## src/hw/rtl/spq_pkg.sv

```systemverilog
package spq_pkg;

	// Command given to each cell of the row for one update cycle.
	typedef enum logic [1:0] {
		CELL_HOLD,
		CELL_LOAD,
		CELL_FROM_LEFT,
		CELL_FROM_RIGHT
	} cell_cmd_t;

	// Comparison results that a cell reports against the probe tag and priority.
	typedef struct packed {
		logic ge;  // stored priority is at least the probe priority
		logic le;  // stored priority is at most the probe priority
		logic eq;  // stored tag equals the probe tag
	} cell_flags_t;

endpackage

```

## src/hw/rtl/spq_cell.sv

```systemverilog
module spq_cell import spq_pkg::*; #(
	parameter int TAG_BITS      = 16,
	parameter int PRIORITY_BITS = 16
) (
	input  logic                     clk,
	input  cell_cmd_t                cmd,
	input  logic [TAG_BITS-1:0]      new_tag,
	input  logic [PRIORITY_BITS-1:0] new_prio,
	input  logic [TAG_BITS-1:0]      left_tag,
	input  logic [PRIORITY_BITS-1:0] left_prio,
	input  logic [TAG_BITS-1:0]      right_tag,
	input  logic [PRIORITY_BITS-1:0] right_prio,
	input  logic                     cmp_en,
	input  logic [TAG_BITS-1:0]      cmp_tag,
	input  logic [PRIORITY_BITS-1:0] cmp_prio,
	output logic [TAG_BITS-1:0]      tag,
	output logic [PRIORITY_BITS-1:0] prio,
	output cell_flags_t              flags
);

	logic [TAG_BITS-1:0]      tag_q;
	logic [PRIORITY_BITS-1:0] prio_q;
	cell_flags_t              flags_q;

	// The entry is replaced by the new item or by a neighbour's entry, or held.
	always_ff @(posedge clk) begin
		unique case (cmd)
			CELL_LOAD: begin
				tag_q  <= new_tag;
				prio_q <= new_prio;
			end
			CELL_FROM_LEFT: begin
				tag_q  <= left_tag;
				prio_q <= left_prio;
			end
			CELL_FROM_RIGHT: begin
				tag_q  <= right_tag;
				prio_q <= right_prio;
			end
			default: begin
				tag_q  <= tag_q;
				prio_q <= prio_q;
			end
		endcase
	end

	// The comparisons are registered so that the update cycle starts from flops.
	always_ff @(posedge clk) begin
		if (cmp_en) begin
			flags_q.ge <= (prio_q >= cmp_prio);
			flags_q.le <= (prio_q <= cmp_prio);
			flags_q.eq <= (tag_q == cmp_tag);
		end
	end

	assign tag   = tag_q;
	assign prio  = prio_q;
	assign flags = flags_q;

endmodule
```

## config.mk

```make
export PLATFORM = sky130hd
export DESIGN_NAME = spq_cell
export DESIGN_NICKNAME = d
export VERILOG_FILES = /design/src/hw/rtl/spq_pkg.sv /design/src/hw/rtl/spq_cell.sv
export SDC_FILE = /design/constraint.sdc
export NUM_CORES = 1
export LEC_CHECK = 0
export BUFFER_PORTS_ARGS = -buffer_cell sky130_fd_sc_hd__buf_2
export CAP_MARGIN = 10
export CORE_ASPECT_RATIO = 0.8
export CORE_MARGIN = 1
export CORE_UTILIZATION = 44
export CTS_CLUSTER_DIAMETER = 30
export DETAILED_ROUTE_END_ITERATION = 7
export HOLD_SLACK_MARGIN = 0.05
export MAX_ROUTING_LAYER = met4
export PLACE_DENSITY = 0.86
export SKIP_LAST_GASP = 1
export SLEW_MARGIN = 20
export SYNTH_ARGS = -nofsm -noshare
export SYNTH_HDL_FRONTEND = slang
export SYNTH_SLANG_ARGS = --single-unit
```

## constraint.sdc

```tcl
create_clock -name clk -period 4.11 [get_ports clk]
set_input_delay 0.822 -clock clk [delete_from_list [all_inputs] [get_ports clk]]
set_output_delay 0.822 -clock clk [all_outputs]
set_load 0.02 [all_outputs]
```

After elaboration in Yosys (flattened, before gate mapping)
Index checks and enable logic that the tools add are counted.
{"block": "word_totals", "reg_bits": 35, "latch_bits": 0, "ramBits": 0, "rom_bits": 0, "inputBits": 132, "out_inout_bits": 35, "elab_cells": 14, "n_memories": 0}
{"block": "classes", "add_sub_neg": 0, "mul": 0, "div_mod_pow": 0, "magnitude_cmp": 2, "eq_ne": 4, "shift": 0, "muxes": 2, "bitwise": 0, "reduce_logical": 1}
{"operator": "case mux 16 bit (3 select lines)", "count": 2}
{"operator": "== test 16 bit", "count": 1}
{"operator": "greater-or-equal comparator 16 bit", "count": 1}
{"operator": "<= comparator 16 bit", "count": 1}
{"operator": "== test 2 bit (second input constant)", "count": 2}
{"operator": "nonzero test 3 bit", "count": 1}
{"operator": "== test 2 x 1 -> 1 bit (second input constant)", "count": 1}

Depth between registers and ports, before layout
Gate-level depths: netlist of the first run.
{"block": "depth", "ltp_word": 2, "mapped_depth": 6}

Least setup slack after synthesis of the first run
No wires, ideal clock.
{"block": "synth_timing", "kind": "input to register", "from": "input port cmd[0]", "to": "register prio_q[0] (netlist: prio[0]) (enable)", "setup_ns": 0.375, "t_arrival_ns": 1.637, "t_required_ns": 3.735, "setup_slack_ns": 2.098, "cell_stages": 3, "cell_sequence": "buf_4 -> buf_4 -> or2_2"}
{"block": "synth_via", "elab_chain_len": 2, "word_cells_on_any_way": 4}
{"element": "start: declaration", "line_no": "spq_cell.sv:6", "text": "input cell_cmd_t cmd,"}
{"element": "== test 2 bit or == test 2 x 1 -> 1 bit (tied branches)", "line_no": "spq_cell.sv:27", "text": "unique case (cmd)"}
{"element": "nonzero test 3 bit (no source line) *"}
{"element": "end signal: assignment", "line_no": "spq_cell.sv:30", "text": "prio_q <= new_prio;"}
{"element": "end signal: assignment", "line_no": "spq_cell.sv:34", "text": "prio_q <= left_prio;"}
{"element": "end signal: assignment", "line_no": "spq_cell.sv:38", "text": "prio_q <= right_prio;"}
{"element": "end: declaration", "line_no": "spq_cell.sv:22", "text": "logic [PRIORITY_BITS-1:0] prio_q;"}
Mark *: on every way between the ends. The rest lies on a longest branch, timed or not.
A chain may end at the register's enable or synchronous reset.

Final worst setup path of the first run
{"block": "layout_timing", "from": "input port cmd[1]", "to": "register prio_q[10] (netlist: prio[10]) (enable)"}
The elaborated chain is that of the path after synthesis.

==> metrics.md, run 1 <==
| Metric | Value |
|---|---|
| Result of the run | `completed` |
| Leakage | `1.668 nW` |
| Number of remaining DRC errors | `0` |
| Grt total ovfl | `0` |
| Count of state elements after synthesis | `35` |
| Storage cell area | `1051 µm²` |
| Slowest CP cell | `or2_2` |
| First-pass GRT wire length | `a little over 9000 µm` |
| Die width | `83.36 µm` |
| Number of antenna violations at the first check in global routing | `0` |
| DRT Pass-1 Iters | `4` |
| Per-cell routed wire length | `13.17 µm` |
| Finished Cell Area | `3292 µm²` |
| Synthesized netlist cell count | `224` |
| Standard cell core area | `slightly above 5000 µm²` |
| Slew Viols, Final | `0` |
| Antenna diode count | `0` |
| Cell-internal power | `0.0007631 W` |
| CP endpoint kind | `flip-flop` |
| Quantity of I/O buffers inserted on ports | `166` |
| Basic-gate share of the synthesized area counting and, or, nand and nor cells | `under 10%` |
| Fraction of the yosys area taken by sequential cells | `45.11%` |
| Setup tns final | `0 ns` |
| Crit-path max FO | `65` |
| Area post-placement | `3184 µm²` |
| Hold violation total from the final report | `0` |
| Ports placed on the boundary | `167` |
| Clock transition at the register clock pins on the worst setup and hold paths after CTS | `roughly 0.07 ns` |
| CP Data Required Time | `roughly 4.0 ns` |
| CP startpoint kind | `input pin` |
| Multi-input gate area | `1146 µm²` |
| Actual transition at the worst max-transition pin | `0.7615 ns` |
| Comb power frac | `28.9%` |
| Number of setup violations in the final report | `0` |
| Max-Cap Viols | `0` |
| Final #Nets | `536` |
| H-tree level count | `2` |
| Proportion of total power due to net switching | `between 20 and 30%` |
| Starting DRC count in detailed routing | `between 90 and 100` |
| Reported net switching power | `around 0.00032 W` |
| Area contributors post-synth | `edfxtp_1, mux2i_1, ha_1` |
| Number of buffers between clock root and the deepest sink | `2` |
| Filler cell count | `420` |
| RSZ-0062 raised after global routing | `no` |
| Total CTS buffers | `5` |
| Total GRT Usage | `21.38%` |
| Period utilisation layout | `54.25%` |
| Complex-gate fraction of the synthesized area | `a little over a tenth` |
| Relative slew slack | `49.24%` |
| Adder and majority cell fraction of the synthesized area | `8.593%` |
| Post-synth top area cell | `edfxtp_1` |
| Post CTS Setup Buffer Count | `0` |
| Fraction of power consumed by the clock network | `27.8%` |
| Post-synthesis average cell area | `10.40 µm²` |
| Maximum single-stage delay on the critical path | `0.73 ns` |
| Clock sink count | `35` |
| Skew-Pair Late Insertion Delay | `0.28 ns` |
| Path category of the worst min-delay check | `reg -> reg` |
| Height of the die | `approximately 67 µm` |
| Yosys synthesis warning count | `0` |
| Final standard cell utilization of the core | `about two thirds` |
| Number of standard-cell rows in the floorplan | `23` |
| Number of hold buffers added after CTS | `0` |
| Worst path cell trace | `buf_2 > buf_4 > or2_2` |
| Xor and xnor fraction of the mapped netlist area | `~6.0%` |
| FMAX | `0.4485 GHz` |
| Multiplexer area fraction after synthesis | `13.75%` |
| Wire length reported by the detailed router | `5938 µm` |
| Crit path DAT | `2.14 ns` |
| Total die area | `5592 µm²` |
| WHS | `0.7404 ns` |
| Post-synthesis cell type count | `28` |
| Worst voltage drop across the vdd grid | `about 0.00028 V` |
| Detailed-route via count | `2210` |
| Root Driver | `clkbuf_8` |
| ANT nets after route | `0` |
| Share of power burned in registers | `43.3%` |
| Largest family of logic cells by synthesized area | `multiplexers` |
| Starting utilization of the core area | `46.00%` |
| Routed via count divided by cell count | `4.900` |
| Fraction of final layout cells with drive strength greater than 1 | `46.27%` |
| Power density over the cells | `328.5 nW/µm²` |
| CTS tree | `done` |
| Number of instances resized during post-cts repair | `0` |
| Pin count of the biggest net entering global routing | `66` |
| Top cell type's share of synthesized area | `45.11%` |
| Category of the critical setup timing path | `in -> reg` |
| Nets in the synthesized netlist | `372` |
| Post-DP HPWL | `4816 µm` |
| Clock period minus worst slack | `2.230 ns` |
| Clock Skew | `about 0.0071 ns` |
| Via count of the first global-routing pass | `2075` |
| Routability cong. | `0.7745` |
| Netlist Area Pre-Place | `2330 µm²` |
| Layout Area Growth over Synthesis | `41.30%` |
## cell type report
cell class / instances / area share (%)
clock buffers: 5 / 2.090
clock inverters: 3 / 1.178
inverters: 17 / 1.938
multi-input cells: 161 / 34.82
flip-flops and latches: 35 / 31.93
well taps: 62 / 2.357
repair buffers: 168 / 25.69
## layer usage
metal / GRT usage (%) / share of wire, %
met2: 38.01 / 51
met5: - / 0
met4: 6.897 / 0.67
met3: 3.841 / 6.2
met1: 25.02 / 42
## cells by family (layout without fill, tap and decap cells)
family | Yosys count | after routing
buffers and inverters | 28 | 193
adders and majority gates | 16 | 16
DFF | 35 | 35
AOI/OAI and AO/OA | 45 | 45
and+or+nand+nor | 52 | 52
muxes | 32 | 32
xor gates and xnor gates | 16 | 16
## metrics by stage
step / setup WS (ns) / power, W / std cells
4_1_cts: 1.876 / 0.001089 / 451
3_3_place_gp: 1.636 / 0.0007785 / 443
3_5_place_dp: 1.583 / 0.0007899 / 443
5_1_grt: 1.757 / 0.001139 / 451
2_1_floorplan: 2.098 / 0.0006598 / 224
6_report: 1.880 / 0.001081 / 451
## cell usage after synthesis, drive strengths merged
| master | number |
|---|---|
| nand2b | 1 |
| edfxtp | 35 |
| o21ai | 2 |
| nand3 | 1 |
| nand2 | 7 |
| a21oi | 38 |
| a221oi | 1 |
| nand4 | 6 |
| and4 | 1 |
| or2 | 1 |
| nor3 | 2 |
| ha | 16 |
| a211oi | 1 |
| nor2 | 32 |
| xnor2 | 16 |
| mux2i | 32 |
| a22o | 1 |
| inv | 17 |
| buf | 10 |
| o221ai | 1 |
| nor4 | 1 |
| clkbuf | 1 |
| o31ai | 1 |
## placed cells by master (no fill, tap or decap), types with 2 or more instances in the layout
| cell type | synthesis | layout |
|---|---|---|
| inv_1 | 17 | 17 |
| clkbuf_8 | 0 | 5 |
| a21oi_1 | 38 | 38 |
| edfxtp_1 | 35 | 35 |
| nor2_1 | 32 | 32 |
| xnor2_1 | 16 | 16 |
| buf_2 | 4 | 166 |
| mux2i_1 | 32 | 32 |
| ha_1 | 16 | 16 |
| nand2_1 | 7 | 7 |
| nand4_1 | 6 | 6 |
| buf_4 | 2 | 2 |
## power groups by stage
stage               Clock, W  Sequential, W  Combinational [W]
floorplan                  0       0.000526           0.000134
global placement           0       0.000475           0.000304
detailed placement         0       0.000477           0.000313
CTS                 0.000305       0.000469           0.000315
global route        0.000322       0.000473           0.000344
finish              0.000300       0.000468           0.000313
## sequential cells by signal, summed over array words and instances (netlist names)
signal  count
tag        16
prio       16
flags       3
## critical path: cells and delay by family
kind	cells	cell delay, ns
simple gates	1	0.73
buf+inv	2	0.56
## path summary, 6_finish.rpt
check,startpoint,slack (ns),cells past startpoint,endpoint
worst min-delay path,tag[14],0.74,3,flags[0]
worst max-delay path,cmd[1],1.88,3,prio[10]
worst max register to register,prio[7],2.39,5,flags[1]
worst min register to register,tag[14],0.74,3,flags[0]
Note: power is estimated with default switching activity, not from simulation.
==> run 2, diff against run 1 <==
Settings changed: CORE_UTILIZATION 44 to 41, PLACE_DENSITY 0.86 to 0.81.
Clock period 4.11 ns to 2.1 ns, I/O delays scaled along.
==> metrics.md, run 2 (synthesis gave the netlist of run 1 again) <==
| Metric | Value |
|---|---|
| Result of the run | `completed` |
| Maximum single-stage delay on the critical path | `0.40 ns` |
| Path category of the worst min-delay check | `in -> reg` |
| Post CTS Setup Buffer Count | `0` |
| Slowest CP cell | `edfxtp_1` |
| Total CTS buffers | `5` |
| Wire length reported by the detailed router | `5828 µm` |
| Clock transition at the register clock pins on the worst setup and hold paths after CTS | `0.07 ns` |
| RSZ-0062 raised after global routing | `no` |
| Most used cells in the layout excluding fill and tap cells | `buf_2, a21oi_1, edfxtp_1` |
| Via count of the first global-routing pass | `2181` |
| Area post-placement | `3204 µm²` |
| Commonest non-fill, non-tap cell in the layout | `buf_2` |
| Routed via count divided by cell count | `between 4 and 5` |
| Number of buffers between clock root and the deepest sink | `2` |
| Root Driver | `clkbuf_8` |
| H-tree level count | `2` |
| Number of antenna violations at the first check in global routing | `0` |
| Multi-input gate area | `1146 µm²` |
| Standard cell core area | `5465 µm²` |
| CP startpoint kind | `flip-flop` |
| Category of the critical setup timing path | `reg -> reg` |
| Clock Skew | `0.004052 ns` |
| Number of standard-cell rows in the floorplan | `24` |
| Setup tns final | `0 ns` |
| Number of instances resized during post-cts repair | `0` |
| Quantity of I/O buffers inserted on ports | `166` |
| Relative slew slack | `50.43%` |
| Post-DP HPWL | `4745 µm` |
| Number of setup violations in the final report | `0` |
| First-pass GRT wire length | `9190 µm` |
| Ports placed on the boundary | `167` |
| Actual transition at the worst max-transition pin | `0.7435 ns` |
| Starting utilization of the core area | `42.63%` |
| Layout Area Growth over Synthesis | `42.16%` |
| Skew-Pair Late Insertion Delay | `0.27 ns` |
| Height of the die | `69.42 µm` |
| Detailed-route via count | `2208` |
| Max-Cap Viols | `0` |
| Cell family with the largest share of critical-path delay | `simple AND/OR/NAND/NOR gates` |
| Total GRT Usage | `20.41%` |
| Starting DRC count in detailed routing | `43` |
| Number of remaining DRC errors | `0` |
| Clock sink count | `35` |
| Storage cell area | `1051 µm²` |
| Crit-path max FO | `4` |
| Die width | `86.28 µm` |
| Sum of buffers and inverters on the critical path | `0` |
| Fraction of final layout cells with drive strength greater than 1 | `a little under half` |
| Finished Cell Area | `3312 µm²` |
| Slew Viols, Final | `0` |
| Leakage | `1.668 nW` |
| Pin count of the biggest net entering global routing | `65` |
| CTS tree | `done` |
| Worst path cell trace | `ha_1 > nand4_1 > nor3_2 > o21ai_1 > a22o_1` |
| Routability cong. | `0.7148` |
| DRT Pass-1 Iters | `6` |
| Number of hold buffers added after CTS | `0` |
| Final #Nets | `536` |
| CP endpoint kind | `flip-flop` |
| Antenna diode count | `0` |
| Hold violation total from the final report | `0` |
| CP Data Required Time | `2.13 ns` |
| Clock period minus worst slack | `1.768 ns` |
| Crit path DAT | `1.80 ns` |
| ANT nets after route | `0` |
| FMAX | `0.5655 GHz` |
| Grt total ovfl | `0` |
| Per-cell routed wire length | `12.48 µm` |
| Power density over the cells | `around 640 nW/µm²` |
| Filler cell count | `474` |
| Worst voltage drop across the vdd grid | `0.0004221 V` |
| Period utilisation layout | `84.21%` |
| Total die area | `5990 µm²` |
-- run 2: cell counts in the layout (fill, tap and decap cells not counted) --
No cell type changed its count.
-- run 2: routing by layer --
layer  vias up  wire [µm]  global-route usage [%]
met5         -          0                       -
met4         0         82                   6.852
met3         6        365                   4.524
met2        87       2936                   35.45
met1       984       2444                   23.21
li1       1131          -                       -
-- run 2: per-stage QoR --
step / setup WS [ns] / std cells / util (%) / power (W) / hold slack, ns
floorplan: 0.4149 / 224 / - / 0.001291 / 0.5325
global placement: 0.2664 / 459 / 58.63 / 0.001525 / 0.6756
detailed placement: 0.2030 / 459 / 58.63 / 0.001546 / 0.6744
CTS: 0.3215 / 467 / 60.60 / 0.002128 / 0.3818
global route: 0.1952 / 467 / 60.60 / 0.002226 / 0.3818
finish: 0.3317 / 467 / 60.60 / 0.002104 / 0.3853
-- run 2: cell type report --
cell class,instances,share of cell area [%]
Sequential cell,35,31.73
Multi-Input combinational cell,161,34.61
Clock buffer,5,2.078
Timing Repair Buffer,168,25.54
Clock inverter,3,1.171
Tap cell,78,2.947
Inverter,17,1.927
-- run 2: worst paths after layout --
path,start,end,slack (ns),cells past startpoint
hold / removal,cmp_en,flags[0],0.39,1
setup reg to reg,prio[14],flags[1],0.33,5
setup / recovery,prio[14],flags[1],0.33,5
hold reg to reg,tag[9],flags[0],0.72,3
-- run 2: power breakdown --
group	internal, W	switching (W)
Clock	0.000347	0.000232
Sequential	0.000869	0.0000487
Combinational	0.000277	0.000331
Total	0.00149	0.000611
-- run 2: worst register-to-register path, delay by kind of cell (launching register included) --
kind            cells  cell delay (ns)
flops               1             0.40
simple gates        2             0.44
compound gates      2             0.34
fa+ha+maj           1             0.35
==> run 3, diff against run 2 <==
Settings changed: ABC_AREA set to 1, CORE_UTILIZATION 41 to 38, PLACE_DENSITY 0.81 to 0.78.
Clock period 2.1 ns to 1.55 ns, I/O delays scaled along.
==> metrics.md, run 3 <==
| Metric | Value |
|---|---|
| Number of enable-type register cells in the synthesized netlist | `35` |
| Crit path DAT | `1.53 ns` |
| Fraction of final layout cells with drive strength greater than 1 | `between 40% and 50%` |
| Actual transition at the worst max-transition pin | `0.7508 ns` |
| Category of the critical setup timing path | `reg -> reg` |
| Top flip-flop cell by instance count after synthesis | `edfxtp_1` |
| Share of synthesized registers carrying an async set or reset | `0%` |
| Standard cell core area | `between 6000 and 7000 µm²` |
| Most frequent cell after synthesis | `nand2_1` |
| CP Data Required Time | `~1.6 ns` |
| Result of the run | `completed` |
| Hold violation total from the final report | `0` |
| Complex-gate fraction of the synthesized area | `2.090%` |
| Clock transition at the register clock pins on the worst setup and hold paths after CTS | `about 0.070 ns` |
| Starting utilization of the core area | `39.88%` |
| Post-synthesis average cell area | `8.146 µm²` |
| WHS | `approximately 0.27 ns` |
| Path category of the worst min-delay check | `in -> reg` |
| Number of remaining DRC errors | `0` |
| Basic-gate share of the synthesized area counting and, or, nand and nor cells | `32.55%` |
| Leakage | `about 1.8 nW` |
| Pin count of the biggest net entering global routing | `34` |
| Clock period minus worst slack | `1.492 ns` |
| Post-synthesis cell type count | `19` |
| Fraction of the yosys area taken by sequential cells | `43.89%` |
| Multiplexer area fraction after synthesis | `0%` |
| Filler cell count | `582` |
| Root Driver | `clkbuf_8` |
| Layout Area Growth over Synthesis | `41.22%` |
| Via count of the first global-routing pass | `between 2000 and 2500` |
| Detailed-route via count | `2555` |
| Final #Nets | `604` |
| Finished Cell Area | `about 3400 µm²` |
| Worst setup path endpoint | `flags[1]` |
| Period utilisation layout | `96.27%` |
| Netlist Area Pre-Place | `between 2000 and 2500 µm²` |
| Area contributors post-synth | `edfxtp_1, nand3_1, nand2_1` |
| Slew Viols, Final | `0` |
| Number of standard-cell rows in the floorplan | `25` |
| Area post-placement | `3258 µm²` |
| Number of buffers between clock root and the deepest sink | `2` |
| Total die area | `6626 µm²` |
| Crit-path max FO | `3` |
| Clock Skew | `0.004949 ns` |
| CP startpoint | `prio[5]` |
| Antenna diode count | `0` |
| Max-Cap Viols | `0` |
| Commonest non-fill, non-tap cell in the layout | `buf_2` |
| Post-synth top area cell | `edfxtp_1` |
| Number of hold buffers added after CTS | `0` |
| Power density over the cells | `802.2 nW/µm²` |
| List of most frequent post-synthesis cells | `nand2_1, nand3_1, edfxtp_1` |
| Yosys synthesis warning count | `0` |
| Grt total ovfl | `0` |
| Register-to-register setup slack | `between 0.05 and 0.06 ns` |
| Reg-to-Reg End | `flags[1]` |
| Relative slew slack | `49.95%` |
| Worst voltage drop across the vdd grid | `just under 0.0004 V` |
| Wire length reported by the detailed router | `6896 µm` |
| Adder and majority cell fraction of the synthesized area | `8.359%` |
| Number of instances resized during post-cts repair | `0` |
| Number of setup violations in the final report | `0` |
| Total GRT Usage | `between 20% and 30%` |
| Post CTS Setup Buffer Count | `0` |
| CP endpoint kind | `flip-flop` |
| First-pass GRT wire length | `10460 µm` |
| Xor and xnor fraction of the mapped netlist area | `4.389%` |
| FMAX | `0.6702 GHz` |
| Total CTS buffers | `5` |
| Pwr Total | `roughly 0.0027 W` |
| Clock sink count | `35` |
| H-tree level count | `2` |
| Ports placed on the boundary | `167` |
| DRT Pass-1 Iters | `6` |
| Placed insts | `530` |
| ANT nets after route | `0` |
| Most used cells in the layout excluding fill and tap cells | `buf_2, nand2_1, nand3_1` |
| Largest family of logic cells by synthesized area | `simple AND/OR/NAND/NOR gates` |
| CTS tree | `done` |
| Beginning of the worst register-to-register path | `prio[5]` |
| Starting DRC count in detailed routing | `82` |
| Nets in the synthesized netlist | `442` |
| Skew-Pair Late Insertion Delay | `0.27 ns` |
| Routed via count divided by cell count | `around 4.8` |
| Quantity of I/O buffers inserted on ports | `166` |
| Cell Count, Final, Fillers Out | `approximately 540` |
| Routability cong. | `0.8887` |
| Per-cell routed wire length | `12.87 µm` |
| Die width | `~91 µm` |
| CP startpoint kind | `flip-flop` |
| Synthesized netlist cell count | `a little under 300` |
| Count of state elements after synthesis | `35` |
| Number of antenna violations at the first check in global routing | `0` |
| Post-DP HPWL | `5512 µm` |
| RSZ-0062 raised after global routing | `yes` |
| Top cell type's share of synthesized area | `43.89%` |
| Logic depth of the worst register-to-register path | `8` |
| Height of the die | `73.01 µm` |
## run 3: power by group
group / leakage, nW / total [W] / switching, W / internal [W]
sequential: 0.360 / 0.00126 / 0.0000771 / 0.00118
combinational: 1.39 / 0.000860 / 0.000488 / 0.000372
clock: 0.0371 / 0.000595 / 0.000296 / 0.000299
total: 1.79 / 0.00271 / 0.000860 / 0.00185
## run 3: through the flow
stage          setup TNS [ns]  worst slack, ns  util, %
6_report                    0          0.05788    56.31
4_1_cts                     0          0.01552    55.46
2_1_floorplan               0          0.01668        -
3_3_place_gp                0          0.04088    54.25
3_5_place_dp                0          0.02757    54.25
5_1_grt              -0.01971         -0.01971    56.31
## run 3: worst min path at each step
stage           start  endpoint  slack [ns]  depth (start not counted)
4_1_cts        cmp_en  flags[1]        0.26                          1
5_1_grt        cmp_en  flags[1]        0.27                          1
3_5_place_dp   cmp_en  flags[1]        0.55                          1
2_1_floorplan  cmp_en  flags[0]        0.42                          0
6_report       cmp_en  flags[1]        0.27                          1
3_3_place_gp   cmp_en  flags[1]        0.55                          1
## run 3: metal layers
| layer | track usage (%) | vias up | wire, µm |
|---|---|---|---|
| li1 | - | 1296 | - |
| met1 | 26.88 | 1123 | 3104 |
| met2 | 34.93 | 126 | 3295 |
| met3 | 2.500 | 10 | 388 |
| met4 | 6.631 | 0 | 107 |
| met5 | - | - | 0 |
## run 3: final cells by class
class	instances	area, µm²	share of cell area [%]
clock buffer	6	72.57	2.146
inverter	30	115.1	3.404
multi-input combinational	215	1189	35.15
sequential	35	1051	31.08
tap	81	101.3	2.997
timing repair buffer	169	853.3	25.23
## run 3: worst max-delay path, cell delays in order (launching register included)
cell      delay [ns]
edfxtp_1        0.48
ha_4            0.32
nand2_2         0.06
nor2_4          0.09
o21ai_1         0.07
nand3_1         0.08
nand2_1         0.06
nand2_1         0.06
nand2_1         0.04
## run 3: logic make-up (layout without fill, tap and decap cells)
group	Yosys count	after routing
xor gates and xnor gates	12	12
buffers and inverters	44	205
DFF	35	35
adders and majority gates	16	16
AOI/OAI and AO/OA	10	10
and+or+nand+nor	177	177
